### src/rtl/sbpr_pkg.sv
// ----------------------------------------------------------------------------
// sbpr_pkg
// shared types and constants of the six button pad reader
// ----------------------------------------------------------------------------
package sbpr_pkg;

  localparam int unsigned PinW     = 6;
  localparam int unsigned ButtonW  = 13;
  localparam int unsigned SettleW  = 8;
  localparam int unsigned RecoverW = 12;
  localparam int unsigned CfgDataW = 12;
  localparam int unsigned CfgIdxW  = 1;

  localparam logic [SettleW-1:0]  SettleReset  = 8'd14;
  localparam logic [RecoverW-1:0] RecoverReset = 12'd2000;

  typedef enum logic [CfgIdxW-1:0] {
    CFG_SETTLE  = 1'b0,
    CFG_RECOVER = 1'b1
  } cfg_idx_t;

  typedef enum logic [3:0] {
    PH_IDLE = 4'd0,
    PH_HI1  = 4'd1,
    PH_LO1  = 4'd2,
    PH_HI2  = 4'd3,
    PH_LO2  = 4'd4,
    PH_HI3  = 4'd5,
    PH_LO3  = 4'd6,
    PH_HI4  = 4'd7,
    PH_REC  = 4'd8
  } phase_t;

  typedef struct packed {
    logic               select_level;
    logic               busy;
    logic               done;
    logic [ButtonW-1:0] buttons;
    logic               six_button;
    logic               menu;
  } result_t;

endpackage

### src/rtl/sbpr_in_if.sv
// ----------------------------------------------------------------------------
// sbpr_in_if
// tick channel: start request and raw pin levels
// ----------------------------------------------------------------------------
interface sbpr_in_if;
  import sbpr_pkg::*;

  logic            valid;
  logic            ready;
  logic            start_read;
  logic [PinW-1:0] pin_levels;

  modport source (output valid, output start_read, output pin_levels, input ready);
  modport sink   (input valid, input start_read, input pin_levels, output ready);
endinterface

### src/rtl/sbpr_out_if.sv
// ----------------------------------------------------------------------------
// sbpr_out_if
// result channel: select level, status and button word
// ----------------------------------------------------------------------------
interface sbpr_out_if;
  import sbpr_pkg::*;

  logic               valid;
  logic               ready;
  logic               select_level;
  logic               busy_res;
  logic               done_res;
  logic [ButtonW-1:0] buttons;
  logic               six_button;
  logic               menu;

  modport source (output valid, output select_level, output busy_res, output done_res,
                  output buttons, output six_button, output menu, input ready);
  modport sink   (input valid, input select_level, input busy_res, input done_res,
                  input buttons, input six_button, input menu, output ready);
endinterface

### src/rtl/sbpr_seq.sv
// ----------------------------------------------------------------------------
// sbpr_seq
// read sequencer: advances one step per tick and forms the result of it
// ----------------------------------------------------------------------------
module sbpr_seq (
  input  logic                          clk,
  input  logic                          rst,
  input  logic                          step,
  input  logic                          start_read,
  input  logic [sbpr_pkg::PinW-1:0]     pin_levels,
  input  logic [sbpr_pkg::SettleW-1:0]  settle_ticks,
  input  logic [sbpr_pkg::RecoverW-1:0] recovery_ticks,
  output sbpr_pkg::result_t             result_next
);
  import sbpr_pkg::*;

  phase_t              phase, phase_next;
  logic [RecoverW-1:0] wait_count, wait_count_next;
  logic [ButtonW-1:0]  button_word, button_word_next;
  logic                six_flag, six_flag_next;
  logic                select_reg, select_reg_next;
  logic                done;
  logic [PinW-1:0]     pressed;
  logic [RecoverW-1:0] settle_ext;

  assign pressed    = ~pin_levels;
  assign settle_ext = {{(RecoverW-SettleW){1'b0}}, settle_ticks};

  always_comb begin
    phase_next       = phase;
    wait_count_next  = wait_count;
    button_word_next = button_word;
    six_flag_next    = six_flag;
    select_reg_next  = select_reg;
    done             = 1'b0;

    if (phase == PH_IDLE || phase > PH_REC) begin
      phase_next = PH_IDLE;
      if (start_read) begin
        button_word_next = '0;
        six_flag_next    = 1'b0;
        select_reg_next  = 1'b1;
        wait_count_next  = settle_ext;
        phase_next       = PH_HI1;
      end
    end else if (wait_count > 12'd1) begin
      wait_count_next = wait_count - 12'd1;
    end else begin
      case (phase)
        PH_HI1: begin
          button_word_next = {{(ButtonW-PinW){1'b0}}, pressed};
          select_reg_next  = 1'b0;
          wait_count_next  = settle_ext;
          phase_next       = PH_LO1;
        end
        PH_LO1: begin
          if (pressed[3:2] != 2'b11) begin
            phase_next      = PH_IDLE;
            wait_count_next = '0;
            done            = 1'b1;
          end else begin
            button_word_next[7:6] = pressed[5:4];
            select_reg_next       = 1'b1;
            wait_count_next       = settle_ext;
            phase_next            = PH_HI2;
          end
        end
        PH_HI2: begin
          select_reg_next = 1'b0;
          wait_count_next = settle_ext;
          phase_next      = PH_LO2;
        end
        PH_LO2: begin
          if (pressed[3:0] == 4'hF) begin
            select_reg_next = 1'b1;
            wait_count_next = settle_ext;
            phase_next      = PH_HI3;
          end else begin
            phase_next      = PH_IDLE;
            wait_count_next = '0;
            done            = 1'b1;
          end
        end
        PH_HI3: begin
          button_word_next[11:8] = button_word[11:8] | pressed[3:0];
          select_reg_next        = 1'b0;
          wait_count_next        = settle_ext;
          phase_next             = PH_LO3;
        end
        PH_LO3: begin
          button_word_next[12] = button_word[12] | pressed[0];
          select_reg_next      = 1'b1;
          wait_count_next      = settle_ext;
          phase_next           = PH_HI4;
        end
        PH_HI4: begin
          select_reg_next = 1'b0;
          six_flag_next   = 1'b1;
          if (recovery_ticks == '0) begin
            phase_next      = PH_IDLE;
            wait_count_next = '0;
            done            = 1'b1;
          end else begin
            wait_count_next = recovery_ticks;
            phase_next      = PH_REC;
          end
        end
        default: begin
          phase_next      = PH_IDLE;
          wait_count_next = '0;
          done            = 1'b1;
        end
      endcase
    end

    result_next.select_level = select_reg_next;
    result_next.busy         = (phase_next != PH_IDLE);
    result_next.done         = done;
    result_next.buttons      = button_word_next;
    result_next.six_button   = six_flag_next;
    result_next.menu         = (button_word_next[0] & button_word_next[7]) |
                               button_word_next[12];
  end

  always_ff @(posedge clk) begin
    if (rst) begin
      phase       <= PH_IDLE;
      wait_count  <= '0;
      button_word <= '0;
      six_flag    <= 1'b0;
      select_reg  <= 1'b1;
    end else if (step) begin
      phase       <= phase_next;
      wait_count  <= wait_count_next;
      button_word <= button_word_next;
      six_flag    <= six_flag_next;
      select_reg  <= select_reg_next;
    end
  end

endmodule

### src/rtl/six_button_pad_reader.sv
// ----------------------------------------------------------------------------
// six_button_pad_reader
// tick driven reader for a select multiplexed six button game pad
// ----------------------------------------------------------------------------
// Each input item is one timer tick with the raw active-low pin levels, and
// each accepted item yields exactly one result item with the select level to
// drive, busy, a done pulse, the button word, the six-button flag and the
// menu combination. One item is taken per clock: the sequencer step is
// combinational into the result register, refilled in the same cycle it
// is taken, so the rate is set only by the sink's ready. The user writes
// settle_ticks and recovery_ticks while no read is in progress (unenforced).
module six_button_pad_reader (
  input  logic                           clk,
  input  logic                           rst,
  input  logic                           cfg_write,
  input  logic [sbpr_pkg::CfgIdxW-1:0]   cfg_index,
  input  logic [sbpr_pkg::CfgDataW-1:0]  cfg_data,
  sbpr_in_if.sink                        tick,
  sbpr_out_if.source                     res
);
  import sbpr_pkg::*;

  logic [SettleW-1:0]  settle_ticks;
  logic [RecoverW-1:0] recovery_ticks;
  logic                step;
  logic                res_valid;
  result_t             result_next;
  result_t             result;

  assign tick.ready = !res_valid || res.ready;
  assign step       = tick.valid && tick.ready;

  always_ff @(posedge clk) begin
    if (rst) begin
      settle_ticks   <= SettleReset;
      recovery_ticks <= RecoverReset;
    end else if (cfg_write) begin
      case (cfg_idx_t'(cfg_index))
        CFG_SETTLE:  settle_ticks   <= cfg_data[SettleW-1:0];
        CFG_RECOVER: recovery_ticks <= cfg_data[RecoverW-1:0];
        default: ;
      endcase
    end
  end

  sbpr_seq u_seq (
    .clk            (clk),
    .rst            (rst),
    .step           (step),
    .start_read     (tick.start_read),
    .pin_levels     (tick.pin_levels),
    .settle_ticks   (settle_ticks),
    .recovery_ticks (recovery_ticks),
    .result_next    (result_next)
  );

  always_ff @(posedge clk) begin
    if (rst) begin
      res_valid <= 1'b0;
    end else if (step) begin
      res_valid <= 1'b1;
    end else if (res.ready) begin
      res_valid <= 1'b0;
    end
  end

  always_ff @(posedge clk) begin
    if (step) begin
      result <= result_next;
    end
  end

  assign res.valid        = res_valid;
  assign res.select_level = result.select_level;
  assign res.busy_res     = result.busy;
  assign res.done_res     = result.done;
  assign res.buttons      = result.buttons;
  assign res.six_button   = result.six_button;
  assign res.menu         = result.menu;

endmodule
### src/flat_wrapper.sv
// flat-port wrapper written by rule: the top's interface ports become plain ports
module six_button_pad_reader_flat import sbpr_pkg::*;
  (clk, rst, cfg_write, cfg_index, cfg_data, tick_valid, tick_start_read, tick_pin_levels, tick_ready, res_valid, res_select_level, res_busy_res, res_done_res, res_buttons, res_six_button, res_menu, res_ready);
  sbpr_in_if tick_i ();
  sbpr_out_if res_i ();
  input  logic clk;
  input  logic rst;
  input  logic cfg_write;
  input  logic [sbpr_pkg::CfgIdxW-1:0] cfg_index;
  input  logic [sbpr_pkg::CfgDataW-1:0] cfg_data;
  input wire logic [$bits(tick_i.valid)-1:0] tick_valid;
  input wire logic [$bits(tick_i.start_read)-1:0] tick_start_read;
  input wire logic [$bits(tick_i.pin_levels)-1:0] tick_pin_levels;
  output wire logic [$bits(tick_i.ready)-1:0] tick_ready;
  output wire logic [$bits(res_i.valid)-1:0] res_valid;
  output wire logic [$bits(res_i.select_level)-1:0] res_select_level;
  output wire logic [$bits(res_i.busy_res)-1:0] res_busy_res;
  output wire logic [$bits(res_i.done_res)-1:0] res_done_res;
  output wire logic [$bits(res_i.buttons)-1:0] res_buttons;
  output wire logic [$bits(res_i.six_button)-1:0] res_six_button;
  output wire logic [$bits(res_i.menu)-1:0] res_menu;
  input wire logic [$bits(res_i.ready)-1:0] res_ready;
  assign tick_i.valid = tick_valid;
  assign tick_i.start_read = tick_start_read;
  assign tick_i.pin_levels = tick_pin_levels;
  assign tick_ready = tick_i.ready;
  assign res_valid = res_i.valid;
  assign res_select_level = res_i.select_level;
  assign res_busy_res = res_i.busy_res;
  assign res_done_res = res_i.done_res;
  assign res_buttons = res_i.buttons;
  assign res_six_button = res_i.six_button;
  assign res_menu = res_i.menu;
  assign res_i.ready = res_ready;
  six_button_pad_reader u_core (.clk(clk), .rst(rst), .cfg_write(cfg_write), .cfg_index(cfg_index), .cfg_data(cfg_data), .tick(tick_i), .res(res_i));
endmodule
### config.mk
export PLATFORM = sky130hd
export DESIGN_NAME = six_button_pad_reader_flat
export DESIGN_NICKNAME = d
export VERILOG_FILES = /design/src/rtl/sbpr_pkg.sv /design/src/rtl/sbpr_in_if.sv /design/src/rtl/sbpr_out_if.sv /design/src/rtl/sbpr_seq.sv /design/src/rtl/six_button_pad_reader.sv /design/src/flat_wrapper.sv
export SDC_FILE = /design/constraint.sdc
export NUM_CORES = 1
export LEC_CHECK = 0
export BUFFER_PORTS_ARGS = -buffer_cell sky130_fd_sc_hd__buf_2
export CAP_MARGIN = 20
export CELL_PAD_IN_SITES_DETAIL_PLACEMENT = 0
export CELL_PAD_IN_SITES_GLOBAL_PLACEMENT = 1
export CORE_ASPECT_RATIO = 1.5
export CORE_MARGIN = 4
export CORE_UTILIZATION = 44
export DETAILED_ROUTE_END_ITERATION = 7
export GPL_ROUTABILITY_DRIVEN = 0
export HOLD_SLACK_MARGIN = 0.1
export PLACE_DENSITY_LB_ADDON = 0.05
export SLEW_MARGIN = 10
export SYNTH_ARGS = -nofsm -noshare
export SYNTH_HDL_FRONTEND = slang
export SYNTH_HIERARCHICAL = 1
export SYNTH_SLANG_ARGS = --single-unit
### constraint.sdc
create_clock -name clk -period 3.2 [get_ports clk]
set_input_delay 0.96 -clock clk [delete_from_list [all_inputs] [get_ports clk]]
set_output_delay 0.96 -clock clk [all_outputs]
set_load 0.1 [all_outputs]
-- After elaboration in Yosys (flattened, before gate mapping)
Cells that the tools add are included.
- add/sub/neg operators: 1
- order comparisons: 2
- eq/ne operators: 10
- multiplexer cells: 38
- bitwise gates (word level): 6
- reduce and logical (&&, ||, !) cells: 14
- operator list (operator ; number):
    $mux 12 ; 4
    $pmux 12 s4 ; 1
    $mux 13 ; 3
    $pmux 4 s7 ; 1
    $eq 4x3->1 const B ; 4
    $mux 8 ; 2
    $mux 1 ; 15
    $gt 12x1->1 const B ; 1
    $logic_not 12->1 ; 1
    $mux 4 ; 3
    $sub 12x1->12 const B ; 1
    $eq 4x2->1 const B ; 2
    $pmux 1 s4 ; 2
    $pmux 4 s2 ; 1
    $reduce_or 4->1 ; 2
    $mux 6 ; 1
    $not 6->6 ; 1
    $reduce_and 2->1 ; 3
    $eq 4x1->1 const B ; 1
    $eq 4x4->1 const B ; 1
    $gt 4x4->1 const B ; 1
    $logic_not 4->1 ; 1
    $mux 2 ; 2
    $ne 2x2->1 const B ; 2
    other kinds (13) ; 15
- flip-flop bits (word level): 70
- bits of input ports: 25
- output and inout bits: 20
- word-level logic and storage cells: 85

-- Logic depth before layout (Yosys ltp)
- depth after elaboration: 8
- gate-level depth with buffers: 9
- depth with buffers taken out: 7

-- Modules after synthesis
Netlist, hierarchy kept.
- modules (own cells, without submodules) (module ; instances ; cells an instance ; area each (µm²) ; seq. area each (µm²)):
    sbpr_seq ; 1 ; 321 ; 2333.5 ; 620.6
    six_button_pad_reader ; 1 ; 107 ; 1431.4 ; 960.9

-- Worst setup path before layout
OpenSTA, ideal clock, no wires.
- kind: reg-to-reg
- from: register u_core.res_valid (netlist: u_core/res.valid)
- to: register u_core.u_seq.button_word[10]
- setup time: 71 ps
- data arrival time: 3545 ps
- required time: 3129 ps
- path slack: -416 ps
- stages on the path, launching flop included: 9
- buffers on the path: 3
- cells stage by stage: dfxtp_1 -> nand2b_1 -> and2_1 -> clkbuf_1 -> o21ai_0 -> clkbuf_1 -> clkbuf_1 -> o21ai_0 -> a21oi_1
- longest elaborated chain between the ends: 3
- RTL lines (what ; RTL line ; text):
    start: declaration ; six_button_pad_reader.sv:26 ; logic res_valid;
    start signal: assignment ; six_button_pad_reader.sv:59 ; res_valid <= 1'b0;
    start signal: assignment ; six_button_pad_reader.sv:61 ; res_valid <= 1'b1;
    start signal: assignment ; six_button_pad_reader.sv:63 ; res_valid <= 1'b0;
    $logic_not 1->1 ; six_button_pad_reader.sv:30 ; assign tick.ready = !res_valid || res.ready;
    $logic_or 1x1->1 ; six_button_pad_reader.sv:30 ;
    named net tick_ready ; flat_wrapper.sv:14 ; output wire logic [$bits(tick_i.ready)-1:0] tick_ready;
    $logic_and 1x1->1 ; six_button_pad_reader.sv:31 ; assign step = tick.valid && tick.ready;
    named net u_core.step ; six_button_pad_reader.sv:25 ; logic step;
    end signal: assignment ; sbpr_seq.sv:135 ; button_word <= button_word_next;
    end: declaration ; sbpr_seq.sv:19 ; logic [ButtonW-1:0] button_word, button_word_next;
The timed path passes the listed nets, and every way through them passes these cells.
A chain may end at the register's enable or synchronous reset.

-- Worst setup path in the final report
- from: register u_core.u_seq.wait_count[9]
- to: register u_core.u_seq.wait_count[1]
- longest elaborated chain between the ends: 3
- RTL lines (what ; RTL line ; text):
    start: declaration ; sbpr_seq.sv:18 ; logic [RecoverW-1:0] wait_count, wait_count_next;
    start signal: assignment ; sbpr_seq.sv:134 ; wait_count <= wait_count_next;
    $gt 12x1->1 ; sbpr_seq.sv:46 ; end else if (wait_count > 12'd1) begin
    $mux 12 ; sbpr_seq.sv:46 ;
    $mux 12 ; sbpr_seq.sv:37 ; if (phase == PH_IDLE || phase > PH_REC) begin
Every way passes these cells.

==> results.tsv <==
stage	metric	value	unit
synthesis	cell taking the most area after synthesis	dfxtp_1	
finish	Diodes inserted	0	
sta	Fmax	367	MHz
clock_tree	setup bufs post-CTS	0	
setup_path	CP Buf/Inv Count	0	
sta	Slew headroom	0.465	
floorplanning	Cell Rows	41	
global_route	initial antenna violation count	0	
route	vias per std cell	5.88	
clock_tree	clk slew on worst S/H paths	60	ps
synthesis	Synth Instances	428	
place	Post-DP HPWL	7.40	mm
finish	Filler cells	825	
floorplanning	Die ar.	10100	sq um
route	Initial DRC Count	188	
floorplanning	I/O pin count	45	
synthesis	synthesized flop and latch total	70	
floorplanning	Initial Utilization	0.450	
finish	commonest non-fill, non-tap cells in the layout	51 x dfxtp_1, 44 x buf_2, 42 x o21ai_0, 41 x a21oi_1	
synthesis	Synth cell types	61	
finish	share of layout cells above drive strength 1	0.197	
global_route	Remaining Overflow, GRT	0	
status	status	finished clean	
route	first-pass detailed-route iteration total	4	
global_route	Tot GR Track Use	0.212	
finish	Final Net Count	490	
clock_tree	clock latency on the worst-skew pair	340	ps
sta	final cycle utilization of the critical path	0.850	
sta	Setup Viol. Count Final	0	
sta	Slew Viols, Final	0	
route	routed vias	3381	
job	max cap viols	0	
clock_tree	H-tree depth	3	
setup_path	slowest CP cell	or4_4	
floorplanning	CORE AREA	8360	sq um
clock_tree	CTS Hold Bufs	0	
synthesis	Synth area leaders	dfxtp_1 28%, edfxtp_1 14%, o21ai_0 5.7%, a21oi_1 5.5%, nand2b_1 2.7%	
synthesis	EDFF count, synth	18	
synthesis	syn nets	455	
synthesis	Synth Flop Type	dfxtp_1	
clock_tree	TritonCTS Sinks	70	
clock_tree	TritonCTS clock tree	built	
min_path	hold crit path type	register to register	
synthesis	synthesized cell area	3760	sq um
setup_path	CP Launch Type	register	
finish	Area growth syn-to-layout	15.6	%
setup_path	Arr. time, crit path	2970	ps
power_and_ir_drop	P_leak	1.62	nW
synthesis	sequential area share after synthesis	0.420	
global_route	vias in the first global route	3285	
global_route	GRT Max-Usage Layer	met2	
synthesis	top cell type's share of synthesized area	0.277	
setup_path	cells along the critical path	or4_1, or4_4, nor4b_4, o21ai_0, a311oi_1	
setup_path	crit end category	register	
place	Port Buffers	44	
synthesis	asr flop ratio synth	0	
sta	Worst Tran Pin Value	802	ps
power_and_ir_drop	Pwr Density	567	nW/um^2
route	DR WL/cell	18.0	microns
setup_path	critical path class	register to register	
floorplanning	Die Span Y	121	microns
route	DRC Markers	0	
setup_path	CP delay by family, top	simple AND/OR/NAND/NOR gates	
global_route	first-pass GRT wire length	17.0	mm
global_route	largest net degree at the start of global routing	47	
route	Antenna Violating Nets Remaining	0	
sta	RSZ-0062 raised after global routing	no	
global_route	M1 GR Usage	0.231	
clock_tree	CTS max path bufs	2	
synthesis	Syn. warnings	6	
sta	final setup TNS	0	ps
clock_tree	Num CTS Buffers	9	
clock_tree	PostCTS Resize Cnt	0	
sta	Tmin final	2720	ps
power_and_ir_drop	Worst VDD drop	281	uV
sta	Final Skew	7.84	ps
route	final wirelength	10.3	mm
setup_path	largest stage delay on the critical path	690	ps
global_route	grt met3 use	0.0367	
synthesis	Avg Cell Area, Syn	8.80	sq um
setup_path	worst path required time	3450	ps
floorplanning	die width	83.5	microns
global_route	M2 GR Usage	0.403	
finish	commonest non-fill, non-tap cell in the layout	dfxtp_1	
clock_tree	Root Driver	clkbuf_16	
sta	Hold Fails Final Rpt	0	
setup_path	worst-path fanout max	23	
finish	final core utilization	0.520	
-- cell families (layout without fill, tap and decap cells) --
group,Yosys count,after routing,synth area share
simple gates,148,148,0.231
compound gates,147,147,0.249
flops,70,70,0.420
buf+inv,48,88,0.0608
mux,7,7,0.0186
xor+xnor,6,6,0.0140
fa+ha+maj,2,2,0.00665
-- cell usage after synthesis, types with 2 or more instances --
master	n
inv_1	10
a21oi_1	41
nand3b_1	3
dfxtp_1	52
o41ai_1	2
nand3_1	11
a31oi_1	5
nor3_1	6
and2_1	4
o211ai_1	4
and3_1	13
nor2b_1	2
buf_4	3
xnor2_1	4
nand2b_1	16
nor2_1	26
xor2_1	2
mux2i_1	7
nor4_1	8
clkbuf_1	25
a211o_1	11
ha_1	2
buf_6	4
a21o_1	2
nand2_1	26
buf_2	6
o21ai_1	3
o31ai_1	4
or4b_2	2
a21bo_2	4
o21ai_0	43
nand4bb_1	3
a41oi_1	2
nand4_1	3
a211oi_1	4
or4_1	7
a2bb2oi_1	3
a311oi_1	5
o221ai_1	2
edfxtp_1	18
or3_1	9
o21bai_1	2
-- stage by stage --
stage          power, mW  worst slack (ps)  area, sq um  std cells  hold slack, ps
2_1_floorplan       1.40               137         3770        428             438
3_3_place_gp        1.52               320         4070        559             456
3_5_place_dp        1.52               314         4070        559             453
4_1_cts             2.49               463         4350        575             465
5_1_grt             2.58               323         4350        575             489
6_report            2.47               478         4350        575             464
-- path summary, 6_finish.rpt --
path | start | to | slack [ps] | cells past startpoint
setup / recovery | u_core/u_seq/wait_count[9]$_SDFFE_PP0P_ | u_core/u_seq/wait_count[1]$_SDFFE_PP0P_ | 480 | 5
hold / removal | u_core/settle_ticks[4]$_SDFFE_PP0P_ | u_core/settle_ticks[4]$_SDFFE_PP0P_ | 460 | 2
setup reg to reg | u_core/u_seq/wait_count[9]$_SDFFE_PP0P_ | u_core/u_seq/wait_count[1]$_SDFFE_PP0P_ | 480 | 5
hold reg to reg | u_core/settle_ticks[4]$_SDFFE_PP0P_ | u_core/settle_ticks[4]$_SDFFE_PP0P_ | 460 | 2
-- layout make-up --
type | count | area (sq um) | area share
repair buffers | 62 | 355 | 0.0817
multi-input cells | 310 | 1960 | 0.450
clock buffers | 11 | 233 | 0.0535
clock inverters | 5 | 50.0 | 0.0115
well taps | 107 | 134 | 0.0308
flip-flops and latches | 70 | 1580 | 0.364
inverters | 10 | 37.5 | 0.00863
-- where the power goes --
part	total [mW]	internal (mW)	leakage (nW)	switching, mW
clock network	0.958	0.596	0.135	0.362
registers	0.984	0.951	0.604	0.0337
logic	0.524	0.157	0.882	0.368
-- per-layer routing --
layer  share of wire  vias to the layer above
li1                -                     1667
met1            0.40                     1631
met2            0.55                       69
met3           0.032                       14
met4           0.019                        0
met5               0                        -
-- tightest hold or removal path: cells and delay by family, from the launching register on --
kind,cells,cell delay [ps]
compound gates,1,50
simple gates,1,60
flops,1,310
No activity file was read; power rests on OpenSTA's default activity.
